File: src/hw/rtl/mfp_pkg.sv
// Shared codes and types of the movement fragment parser.
package mfp_pkg;

   // Result status codes.
   localparam logic [1:0] ST_DONE  = 2'd0;
   localparam logic [1:0] ST_STOP  = 2'd1;
   localparam logic [1:0] ST_EMPTY = 2'd2;

   // Fragment kinds.
   localparam logic [1:0] KIND_ABS  = 2'd0;
   localparam logic [1:0] KIND_REL  = 2'd1;
   localparam logic [1:0] KIND_JUMP = 2'd2;
   localparam logic [1:0] KIND_NONE = 2'd3;

   // Byte actions: codes below ACT_STANCE are field slot * 2, plus one for the high byte.
   localparam logic [3:0] ACT_STANCE = 4'd12;
   localparam logic [3:0] ACT_SKIP   = 4'd13;

   // Highest command code that has a layout.
   localparam logic [7:0] MAX_CMD = 8'd22;

   localparam int NUM_FIELDS = 6;

   // Per-byte decision for the fragment body.
   typedef struct packed {
      logic [1:0] kind;
      logic [3:0] last_idx;
      logic [3:0] act;
   } lay_info_type;

   typedef struct packed {
      logic [1:0]         status;
      logic [7:0]         command;
      logic [1:0]         kind;
      logic signed [15:0] x_position;
      logic signed [15:0] y_position;
      logic signed [15:0] x_wobble;
      logic signed [15:0] y_wobble;
      logic signed [15:0] foothold;
      logic [7:0]         new_stance;
      logic signed [15:0] duration;
      logic               last_fragment;
   } result_type;

endpackage

File: src/hw/rtl/mfp_layout.sv
// Command layout table: kind, body length and action for each body byte.
module mfp_layout (
   input  logic [7:0]           cmd,
   input  logic [3:0]           idx,
   output mfp_pkg::lay_info_type info
);

   localparam logic [2:0] LAY_ABS   = 3'd0;
   localparam logic [2:0] LAY_REL   = 3'd1;
   localparam logic [2:0] LAY_TELE  = 3'd2;
   localparam logic [2:0] LAY_JD    = 3'd3;
   localparam logic [2:0] LAY_SKIP1 = 3'd4;
   localparam logic [2:0] LAY_SKIP9 = 3'd5;
   localparam logic [2:0] LAY_SKIP3 = 3'd6;
   localparam logic [2:0] LAY_BAD   = 3'd7;

   logic [2:0] lay;

   always_comb begin
      case (cmd)
         8'd0, 8'd5, 8'd17: lay = LAY_ABS;
         8'd1, 8'd2, 8'd6, 8'd12, 8'd13, 8'd16, 8'd18, 8'd19, 8'd20, 8'd22: lay = LAY_REL;
         8'd3, 8'd4, 8'd7, 8'd8, 8'd9, 8'd11: lay = LAY_TELE;
         8'd15: lay = LAY_JD;
         8'd10: lay = LAY_SKIP1;
         8'd14: lay = LAY_SKIP9;
         8'd21: lay = LAY_SKIP3;
         default: lay = LAY_BAD;
      endcase
   end

   always_comb begin
      info.act      = mfp_pkg::ACT_SKIP;
      info.kind     = mfp_pkg::KIND_NONE;
      info.last_idx = 4'd0;
      case (lay)
         LAY_ABS: begin
            info.kind     = mfp_pkg::KIND_ABS;
            info.last_idx = 4'd12;
            if (idx <= 4'd9) info.act = idx;
            else if (idx == 4'd10) info.act = mfp_pkg::ACT_STANCE;
            else if (idx == 4'd11) info.act = 4'd10;
            else if (idx == 4'd12) info.act = 4'd11;
         end
         LAY_REL: begin
            info.kind     = mfp_pkg::KIND_REL;
            info.last_idx = 4'd6;
            if (idx <= 4'd3) info.act = idx;
            else if (idx == 4'd4) info.act = mfp_pkg::ACT_STANCE;
            else if (idx == 4'd5) info.act = 4'd10;
            else if (idx == 4'd6) info.act = 4'd11;
         end
         LAY_TELE: begin
            info.kind     = mfp_pkg::KIND_ABS;
            info.last_idx = 4'd8;
            if (idx <= 4'd7) info.act = idx;
            else if (idx == 4'd8) info.act = mfp_pkg::ACT_STANCE;
         end
         LAY_JD: begin
            // Two bytes after the foothold are skipped.
            info.kind     = mfp_pkg::KIND_JUMP;
            info.last_idx = 4'd14;
            if (idx <= 4'd9) info.act = idx;
            else if (idx == 4'd12) info.act = mfp_pkg::ACT_STANCE;
            else if (idx == 4'd13) info.act = 4'd10;
            else if (idx == 4'd14) info.act = 4'd11;
         end
         LAY_SKIP1: info.last_idx = 4'd0;
         LAY_SKIP9: info.last_idx = 4'd8;
         LAY_SKIP3: info.last_idx = 4'd2;
         default: info.last_idx = 4'd0;
      endcase
   end

endmodule

File: src/hw/rtl/mfp_parser.sv
// Packet state machine and field gathering; builds one result per finished fragment, stop command or empty packet.
module mfp_parser (
   input  logic                 clock,
   input  logic                 reset,
   input  logic                 step,
   input  logic [7:0]           data_byte,
   input  logic                 packet_start,
   output logic                 res_valid,
   output mfp_pkg::result_type  res
);

   localparam logic [1:0] PH_IDLE = 2'd0;
   localparam logic [1:0] PH_CMD  = 2'd1;
   localparam logic [1:0] PH_BODY = 2'd2;

   logic [1:0]  phase_ff, phase_in;
   logic [7:0]  frag_ff, frag_in;
   logic [7:0]  cmd_ff, cmd_in;
   logic [3:0]  idx_ff, idx_in;
   logic [7:0]  low_ff, low_in;
   logic [7:0]  stance_ff, stance_in;
   logic [15:0] field_ff [mfp_pkg::NUM_FIELDS];
   logic [15:0] field_in [mfp_pkg::NUM_FIELDS];
   mfp_pkg::lay_info_type info;

   mfp_layout u_layout (
      .cmd  (cmd_ff),
      .idx  (idx_ff),
      .info (info)
   );

   always_comb begin
      phase_in  = phase_ff;
      frag_in   = frag_ff;
      cmd_in    = cmd_ff;
      idx_in    = idx_ff;
      low_in    = low_ff;
      stance_in = stance_ff;
      for (int i = 0; i < mfp_pkg::NUM_FIELDS; i++) field_in[i] = field_ff[i];
      res_valid         = 1'b0;
      res.status        = mfp_pkg::ST_DONE;
      res.command       = cmd_ff;
      res.kind          = mfp_pkg::KIND_NONE;
      res.last_fragment = 1'b0;

      if (step) begin
         if (packet_start) begin
            // A start byte always opens a new packet, dropping any fragment in progress.
            frag_in   = data_byte;
            idx_in    = 4'd0;
            stance_in = 8'd0;
            for (int i = 0; i < mfp_pkg::NUM_FIELDS; i++) field_in[i] = 16'd0;
            if (data_byte == 8'd0) begin
               phase_in          = PH_IDLE;
               cmd_in            = 8'd0;
               res_valid         = 1'b1;
               res.status        = mfp_pkg::ST_EMPTY;
               res.command       = 8'd0;
               res.last_fragment = 1'b1;
            end else begin
               phase_in = PH_CMD;
            end
         end else if (phase_ff == PH_CMD) begin
            cmd_in    = data_byte;
            idx_in    = 4'd0;
            stance_in = 8'd0;
            for (int i = 0; i < mfp_pkg::NUM_FIELDS; i++) field_in[i] = 16'd0;
            if (data_byte > mfp_pkg::MAX_CMD) begin
               phase_in          = PH_IDLE;
               frag_in           = 8'd0;
               res_valid         = 1'b1;
               res.status        = mfp_pkg::ST_STOP;
               res.command       = data_byte;
               res.last_fragment = 1'b1;
            end else begin
               phase_in = PH_BODY;
            end
         end else if (phase_ff == PH_BODY) begin
            if (info.act < mfp_pkg::ACT_STANCE) begin
               if (info.act[0]) field_in[info.act[3:1]] = {data_byte, low_ff};
               else low_in = data_byte;
            end else if (info.act == mfp_pkg::ACT_STANCE) begin
               stance_in = data_byte;
            end
            idx_in = idx_ff + 4'd1;
            if (idx_ff == info.last_idx) begin
               frag_in           = frag_ff - 8'd1;
               idx_in            = 4'd0;
               res_valid         = 1'b1;
               res.kind          = info.kind;
               res.last_fragment = (frag_in == 8'd0);
               phase_in          = res.last_fragment ? PH_IDLE : PH_CMD;
            end
         end
      end

      res.x_position = $signed(field_in[0]);
      res.y_position = $signed(field_in[1]);
      res.x_wobble   = $signed(field_in[2]);
      res.y_wobble   = $signed(field_in[3]);
      res.foothold   = $signed(field_in[4]);
      res.duration   = $signed(field_in[5]);
      res.new_stance = stance_in;
   end

   always_ff @(posedge clock) begin
      if (reset) begin
         phase_ff <= PH_IDLE;
         frag_ff  <= 8'd0;
         cmd_ff   <= 8'd0;
         idx_ff   <= 4'd0;
      end else begin
         phase_ff <= phase_in;
         frag_ff  <= frag_in;
         cmd_ff   <= cmd_in;
         idx_ff   <= idx_in;
      end
   end

   always_ff @(posedge clock) begin
      low_ff    <= low_in;
      stance_ff <= stance_in;
      for (int i = 0; i < mfp_pkg::NUM_FIELDS; i++) field_ff[i] <= field_in[i];
   end

`ifndef SYNTH
   a_body_known_cmd: assert property (@(posedge clock) disable iff (reset)
      phase_ff == PH_BODY |-> cmd_ff <= mfp_pkg::MAX_CMD)
      else $error("Fragment body is being gathered for an unknown command.");

   a_idle_index_clear: assert property (@(posedge clock) disable iff (reset)
      phase_ff == PH_IDLE |-> idx_ff == 4'd0)
      else $error("Byte index is not cleared while idle.");

   a_last_goes_idle: assert property (@(posedge clock) disable iff (reset)
      res_valid && res.last_fragment |=> phase_ff == PH_IDLE)
      else $error("Parser did not return to idle after the last result.");
`endif

endmodule

File: src/hw/rtl/movement_fragment_parser_unit.sv
// Top level of the movement fragment parser: input register, parser and result register.
//
//   channel | direction | transaction
//   req_    | in        | one packet byte with its packet start flag
//   rsp_    | out       | one finished fragment, stop or empty-packet result
//
// One byte is accepted every cycle unless a stalled result holds the input register; a result
// passes the input register, then the result register, before it is visible.
// The parser state advances only when the result register is free or being emptied,
// so a stalled result holds the input register and req_ready falls only then.
// Reset is synchronous and clears the packet state; the parser then waits for a start byte.
module movement_fragment_parser_unit (
   input  logic               clock,
   input  logic               reset,
   input  logic               req_valid,
   output logic               req_ready,
   input  logic [7:0]         req_data_byte,
   input  logic               req_packet_start,
   output logic               rsp_valid,
   input  logic               rsp_ready,
   output logic [1:0]         rsp_status,
   output logic [7:0]         rsp_command,
   output logic [1:0]         rsp_kind,
   output logic signed [15:0] rsp_x_position,
   output logic signed [15:0] rsp_y_position,
   output logic signed [15:0] rsp_x_wobble,
   output logic signed [15:0] rsp_y_wobble,
   output logic signed [15:0] rsp_foothold,
   output logic [7:0]         rsp_new_stance,
   output logic signed [15:0] rsp_duration,
   output logic               rsp_last_fragment
);

   logic                in_valid_ff, in_valid_in;
   logic [7:0]          in_byte_ff;
   logic                in_start_ff;
   logic                rsp_valid_ff, rsp_valid_in;
   mfp_pkg::result_type rsp_ff;
   logic                adv;
   logic                step;
   logic                res_valid;
   mfp_pkg::result_type res;

   assign adv         = !rsp_valid_ff || rsp_ready;
   assign req_ready   = !in_valid_ff || adv;
   assign step        = in_valid_ff && adv;
   assign in_valid_in = (req_valid && req_ready) || (in_valid_ff && !adv);
   assign rsp_valid_in = adv ? res_valid : rsp_valid_ff;

   mfp_parser u_parser (
      .clock        (clock),
      .reset        (reset),
      .step         (step),
      .data_byte    (in_byte_ff),
      .packet_start (in_start_ff),
      .res_valid    (res_valid),
      .res          (res)
   );

   always_ff @(posedge clock) begin
      if (reset) begin
         in_valid_ff  <= 1'b0;
         rsp_valid_ff <= 1'b0;
      end else begin
         in_valid_ff  <= in_valid_in;
         rsp_valid_ff <= rsp_valid_in;
      end
   end

   always_ff @(posedge clock) begin
      if (req_valid && req_ready) begin
         in_byte_ff  <= req_data_byte;
         in_start_ff <= req_packet_start;
      end
      if (adv && res_valid) begin
         rsp_ff <= res;
      end
   end

   assign rsp_valid         = rsp_valid_ff;
   assign rsp_status        = rsp_ff.status;
   assign rsp_command       = rsp_ff.command;
   assign rsp_kind          = rsp_ff.kind;
   assign rsp_x_position    = rsp_ff.x_position;
   assign rsp_y_position    = rsp_ff.y_position;
   assign rsp_x_wobble      = rsp_ff.x_wobble;
   assign rsp_y_wobble      = rsp_ff.y_wobble;
   assign rsp_foothold      = rsp_ff.foothold;
   assign rsp_new_stance    = rsp_ff.new_stance;
   assign rsp_duration      = rsp_ff.duration;
   assign rsp_last_fragment = rsp_ff.last_fragment;

`ifndef SYNTH
   a_blocked_byte_held: assert property (@(posedge clock) disable iff (reset)
      in_valid_ff && !adv |=> in_valid_ff && $stable(in_byte_ff) && $stable(in_start_ff))
      else $error("A blocked input byte was lost from the input register.");

   a_special_is_last: assert property (@(posedge clock) disable iff (reset)
      rsp_valid_ff && rsp_ff.status != mfp_pkg::ST_DONE |-> rsp_ff.last_fragment)
      else $error("A stop or empty-packet result does not end the packet.");

   a_result_held: assert property (@(posedge clock) disable iff (reset)
      rsp_valid_ff && !rsp_ready |=> rsp_valid_ff && $stable(rsp_ff))
      else $error("A waiting result changed before it was taken.");
`endif

endmodule
File: config.mk
export PLATFORM = sky130hd
export DESIGN_NAME = movement_fragment_parser_unit
export DESIGN_NICKNAME = d
export VERILOG_FILES = /design/src/hw/rtl/mfp_pkg.sv /design/src/hw/rtl/mfp_layout.sv /design/src/hw/rtl/mfp_parser.sv /design/src/hw/rtl/movement_fragment_parser_unit.sv
export SDC_FILE = /design/constraint.sdc
export NUM_CORES = 1
export LEC_CHECK = 0
export ABC_AREA = 1
export BUFFER_PORTS_ARGS = -buffer_cell sky130_fd_sc_hd__buf_4
export CAP_MARGIN = 30
export CORE_ASPECT_RATIO = 1.75
export CORE_MARGIN = 1
export CORE_UTILIZATION = 55
export CTS_CLUSTER_DIAMETER = 150
export DETAILED_ROUTE_END_ITERATION = 10
export GPL_ROUTABILITY_DRIVEN = 0
export GPL_TIMING_DRIVEN = 0
export PLACE_DENSITY_LB_ADDON = 0.25
export SLEW_MARGIN = 10
export SYNTH_ARGS = -nofsm -noshare
export SYNTH_HDL_FRONTEND = slang
export SYNTH_SLANG_ARGS = --single-unit
File: constraint.sdc
create_clock -name clock -period 7.91 [get_ports clock]
set_clock_uncertainty 0.15 [all_clocks]
set_input_delay 0 -clock clock [delete_from_list [all_inputs] [get_ports clock]]
set_output_delay 0 -clock clock [all_outputs]
set_load 0.005 [all_outputs]
After elaboration in Yosys (flattened, before gate mapping)

Memory sizes are Yosys's and may differ from the RTL's. A register that Yosys moved wholly into a read port is not among the register bits.
Index checks and enable logic that the tools add are counted.

Equal/unequal tests: 20
Add/subtract/negate cells: 2
Reductions and logical operators: 26
$lt $le $gt $ge: 7
Shift operators: 0
Divide/modulo/power cells: 0
Bitwise operators: 7
Multiply operators: 0
Multiplexer cells: 74

Operators with widths:

| kind                                                                 | count |
|---|---|
| 96-bit two-way mux                                                   | 6 |
| 8-bit two-way mux                                                    | 14 |
| 96-bit bitwise mux                                                   | 1 |
| 4-bit two-way mux                                                    | 14 |
| 16-bit demux with 3-bit select                                       | 1 |
| 10-bit two-way mux                                                   | 3 |
| 4-bit == test, second input constant                                 | 7 |
| 4-bit case mux with 5 select lines                                   | 1 |
| 2-bit two-way mux                                                    | 9 |
| 9-bit two-way mux                                                    | 2 |
| 8-bit zero test                                                      | 2 |
| 16-bit two-way mux                                                   | 1 |
| 4-bit case mux with 4 select lines                                   | 1 |
| 1-bit two-way mux                                                    | 14 |
| 4-bit by 3-bit == test with 1-bit output, second input constant      | 3 |
| 3-bit two-way mux                                                    | 4 |
| 5-bit two-way mux                                                    | 2 |
| 8-bit by 5-bit > comparator with 1-bit output, second input constant | 1 |
| 8-bit by 1-bit subtractor with 8-bit output, second input constant   | 1 |
| 3-bit by 2-bit == test with 1-bit output, second input constant      | 2 |
| 3-bit == test, second input constant                                 | 2 |
| 3-bit zero test                                                      | 2 |
| 1-bit inverter                                                       | 6 |
| 2-bit case mux with 3 select lines                                   | 1 |
| other kinds (25)                                                     | 36 |

Latch bits: 0
RAM bits: 96
Input port bits: 13
ROM bits: 96
Flip-flop bits (word level): 166
Memories kept: 2
Output and inout bits: 119

Memories:

| name              | depth | width | rd ports | clocked after memory_dff | write ports | RTL line         | source |
|---|---|---|---|---|---|---|---|
| (no name shown)   | 32    | 3     | 1        | 1                        | 0           | mfp_layout.sv:20 | `case (cmd)` |
| u_parser.field_ff | 6     | 16    | 6        | 0                        | 6           | mfp_parser.sv:22 | `logic [15:0] field_ff [mfp_pkg::NUM_FIELDS];` |

Longest topological paths before layout

Depth in word-level cells: 18
Depth in mapped cells: 17

Hierarchy

A second synthesis with hierarchy kept.

Cells, all modules: 895
Area, all modules: 9709.3 um2

Modules (own cells, without submodules):

| module                        | cells an instance | area an instance (um2) | instances |
|---|---|---|---|
| mfp_parser                    | 655               | 5285.1                 | 1 |
| movement_fragment_parser_unit | 142               | 3897.5                 | 1 |
| mfp_layout                    | 98                | 526.8                  | 1 |

Worst setup path before layout

OpenSTA, ideal clock, no wires.

Kind: register to register
Start point: reg in_byte_ff[1]
End point: reg rsp_ff (netlist bit rsp_command[0]) (enable)
Setup slack: 0.940 ns
Arrival: 6.224 ns
Cell stages (with the launch flop): 10
Required time: 7.165 ns
Clock period less this slack: 6.970 ns
Path through: edfxtp_1 inv_1 clkbuf_1 o21ai_0 a21oi_1 nor2_1 inv_1 nand2_1 nor2_1 nor2_1

Word-level cells in the longest chain between the ends: 6

RTL lines:

| what                                          | RTL line                            | source |
|---|---|---|
| start, declared                               | movement_fragment_parser_unit.sv:35 | `logic [7:0] in_byte_ff;` |
| start signal, assigned                        | movement_fragment_parser_unit.sv:72 | `in_byte_ff <= req_data_byte;` |
| 8-bit by 5-bit > comparator with 1-bit output | mfp_parser.sv:68                    | `if (data_byte > mfp_pkg::MAX_CMD) begin` |
| 1-bit two-way mux                             | mfp_parser.sv:68                    |  |
| 1-bit two-way mux                             | mfp_parser.sv:63                    | `end else if (phase_ff == PH_CMD) begin` |
| 1-bit two-way mux (*)                         | mfp_parser.sv:47                    | `if (packet_start) begin` |
| 1-bit two-way mux (*)                         | mfp_parser.sv:46                    | `if (step) begin` |
| 1-bit logical AND (*)                         | movement_fragment_parser_unit.sv:75 | `if (adv && res_valid) begin` |
| end signal, assigned                          | movement_fragment_parser_unit.sv:76 | `rsp_ff <= res;` |
| end, declared                                 | movement_fragment_parser_unit.sv:38 | `mfp_pkg::result_type rsp_ff;` |

Mark *: on every way between the ends. The rest lies on a longest branch, timed or not.
A chain may end at the register's enable or synchronous reset.

Worst setup path in the final report

Start point: reg in_byte_ff[1]
End point: reg rsp_ff (netlist bit rsp_duration[9]) (enable)

Same word-level chain as after synthesis.

==> summary.md <==
| Metric | Value |
|---|---|
| Outcome | finished with violations |
| Failing checks | DRC |
| Yosys warns | 0 |
| Port Buffers | 130 |
| Drt pass-1 iters | 9 |
| Routed wl met2 | ~15000 µm |
| DR vias | 9636 |
| Max-cap violations | 0 |
| Grt ovf | 0 |
| Rel. slew slack | 0.345 |
| Non-Filler Instances | 1778 |
| Initial antenna violation count | 0 |
| Final worst setup slack | 3.96 ns |
| CTS H-Tree Depth | 1 |
| Post-cts sizing count | 0 |
| FP Rows | 69 |
| Initial Utilization | 0.561 |
| Slew Limit Fails | 0 |
| Pre-CTS setup slack | between 4 and 5 ns |
| Worst skew pair latency | around 0.51 ns |
| Routed length on met1 | 10400 µm |
| Core Region | between 20000 and 25000 µm² |
| Crit-path cells | inv_1, clkbuf_1, o21ai_0, a21oi_1, nor2_1, inv_1, nand2_1, nor2_1, nor2_4, buf_12, buf_16, buf_16, buf_12 |
| Crit Path Max Fanout | 34 |
| Count of cell types in the netlist | 32 |
| Worst slew pin tran | 0.983 ns |
| Clock share of power | 0.405 |
| Sink Count | 265 |
| First-pass GRT wire length | 45000 µm |
| Die ar. | 21400 µm² |
| VDD IR max | ~0.15 mV |
| 1st-iter DRT viols | 695 |
| Register area share after synthesis | 0.581 |
| DRC Markers | 14 |
| Avg Inst Size Synth | 8.52 µm² |
| HPWL Detailed | 20200 µm |
| CTS tree | built |
| Vias in the first global route | 9125 |
| Tmin final | just under 4 ns |
| Cts hold-fix bufs | 13 |
| Gr usage total | 0.268 |
| Flip-flop and latch count after synthesis | between 200 and 300 |
| Syn Inst Count | 1341 |
| Maximum clock insertion buffer count | 3 |
| Cell Area, Synth | ~11000 µm² |
| Final hold violations | 0 |
| Fmax | 253 MHz |
| Layout area overhead | 19.6% |
| N_diodes | 0 |
| Largest net degree at the start of global routing | 35 |
| Final instance area | between 10000 and 15000 µm² |
| Final Cycle Share | 0.499 |
| Net switching power | just under 0.0006 W |
| Class of the worst hold path | input port to register |
| CP Data Required Time | 7.96 ns |
| Syn_nets | 1364 |
| IO Count | 132 |
| Util after Layout | 0.671 |
| Setup CP Type | register to register |
| CP max stage delay | 0.50 ns |
| Cell Pwr Density | 196 nW/µm² |
| Detailed-route wire length per cell | ~16 µm |
| Worst Setup End Kind | register |
| Layout cell share with drive strength beyond 1 | 0.146 |
| Crit path DAT | 4.00 ns |
| Setup TNS | 0 ns |
| Clock-pin transition on the worst setup and hold timing paths | 0.07 ns |
| Total CTS buffers | 23 |
| Final nets | 1537 |
| Highest Signal Layer | met4 |
| Internal | 0.00209 W |
| Sequential share of power | 0.546 |
| Met3 WL | around 1800 µm |
| Via density | 5.42 |
| Static leakage | 6.27 nW |
| Die H | just under 200 µm |
| Setup violators final | 0 |
| Unrepaired setup endpoints after global routing | false |
| Chip width | ~110 µm |
| Combinational power share | 0.049 |
| Post-DP Area | 12800 µm² |
| Postcts setup bufs | 0 |
| Final wirelength | 28800 µm |
| Remaining antenna violation count | 0 |
| Worst setup SP type | register |
| Worst path slowest cell | nor2_4 |
| Sw frac | 0.219 |
| Placed Instances | 1724 |
| Clock root buffer | clkbuf_16 |
## worst max-delay path: cells and delay by family (launching register included)
family	cells	cell delay, ns
DFF	1	0.39
and+or+nand+nor	4	1.08
buffers and inverters	7	1.54
AOI/OAI and AO/OA	2	0.43
## routing by layer
metal	vias to the layer above	global-route usage
li1	4671	-
met1	4459	0.290
met2	394	0.495
met3	112	0.0355
met4	0	0.165
met5	-	0
## stage by stage
stage	hold slack [ns]	total power, W
2_1_floorplan	-0.0511	0.00156
3_3_place_gp	0.0292	0.00161
3_5_place_dp	0.0294	0.00162
4_1_cts	0.0425	0.00269
5_1_grt	0.0600	0.00275
6_report	0.0612	0.00268
## power by group through the flow
| stage | combinational (W) | clock (W) | sequential [W] |
|---|---|---|---|
| global placement | 0.000118 | 0 | 0.00150 |
| global route | 0.000141 | 0.00114 | 0.00146 |
| detailed placement | 0.000124 | 0 | 0.00149 |
| CTS | 0.000129 | 0.00110 | 0.00146 |
| floorplan | 0.0000683 | 0 | 0.00149 |
| finish | 0.000131 | 0.00109 | 0.00146 |
## state kept, by name, indices dropped and copies added (netlist names), 16 cells and up, named ones only
register,count
rsp_y_position,16
rsp_y_wobble,16
u_parser.field_ff,96
rsp_duration,16
rsp_x_position,16
rsp_foothold,16
rsp_x_wobble,16
## synth_stat cells (all sizes together)
cell     instances  area share
nand3          256        0.12
inv            168       0.055
buf             28       0.014
o21bai           9      0.0059
nand4            6      0.0033
nor4             3      0.0016
xor2             5      0.0038
ha              10       0.011
nand2          434        0.14
o22ai            4      0.0022
a21oi           13      0.0057
o2111ai          1     0.00077
o21ai           20      0.0088
o211ai           2      0.0013
nand3b           3      0.0020
edfxtp         134        0.35
nor3             3      0.0018
clkinv           5      0.0016
a22oi            3      0.0020
nor2            76       0.030
clkbuf          27      0.0089
dfxtp          131        0.23
## cell families (layout without fill, tap and decap cells)
kind of cell | after synthesis | after routing | synth area share
DFF | 265 | 265 | 0.582
and+or+nand+nor | 781 | 781 | 0.297
AOI/OAI and AO/OA | 52 | 52 | 0.0266
xor gates and xnor gates | 5 | 5 | 0.00383
adders and majority gates | 10 | 10 | 0.0109
buffers and inverters | 228 | 417 | 0.0797
## layout by cell type, fill, tap and decap left out, types with 2 or more instances in the layout
cell           synthesis  final
o22ai_1                4      4
ha_1                  10     10
buf_6                  2      2
o21ai_0               17     17
edfxtp_1             134    134
nand3_1              250    250
nand3_2                5      5
nor4_1                 3      2
clkbuf_1              27     31
xor2_1                 5      5
buf_16                 0      2
nor2_2                 8      8
clkinv_2               0      2
clkinv_1               5     13
dlygate4sd3_1          0     13
nor2_1                63     62
nor3_1                 2      2
o211ai_1               2      2
inv_2                  5      5
buf_12                 0      2
nor2_4                 5      6
buf_2                 23     23
a21oi_1               13     13
nand4_1                6      6
dfxtp_1              131    131
nand3b_1               3      3
o21bai_1               9      9
nand2_1              430    430
inv_1                163    163
a22oi_1                3      3
buf_4                  3    134
clkbuf_16              0     23
bufinv_16              0      2
nand2_2                4      4
o21ai_1                3      3
## path summary, 6_finish.rpt
check / start / endpoint / slack, ns / cells past startpoint
setup / recovery: in_byte_ff[1]$_DFFE_PP_ / rsp_duration[9]$_DFFE_PP_ / 3.96 / 13
hold / removal: req_data_byte[0] / in_byte_ff[0]$_DFFE_PP_ / 0.06 / 2
setup reg to reg: in_byte_ff[1]$_DFFE_PP_ / rsp_duration[9]$_DFFE_PP_ / 3.96 / 13
hold reg to reg: u_parser.field_ff[2][2]$_DFF_P_ / u_parser.field_ff[2][2]$_DFF_P_ / 0.32 / 2
## area by class of cell
type                       count  area, µm²
inverter                     173        649
sequential                   265       6650
fill                        1614       6710
multi-input combinational    848       3890
buffer                        55        262
clock inverter                14        116
clock buffer                  27        591
timing repair buffer         148       1210
tap                          248        310
(Power assumes the default switching activity.)
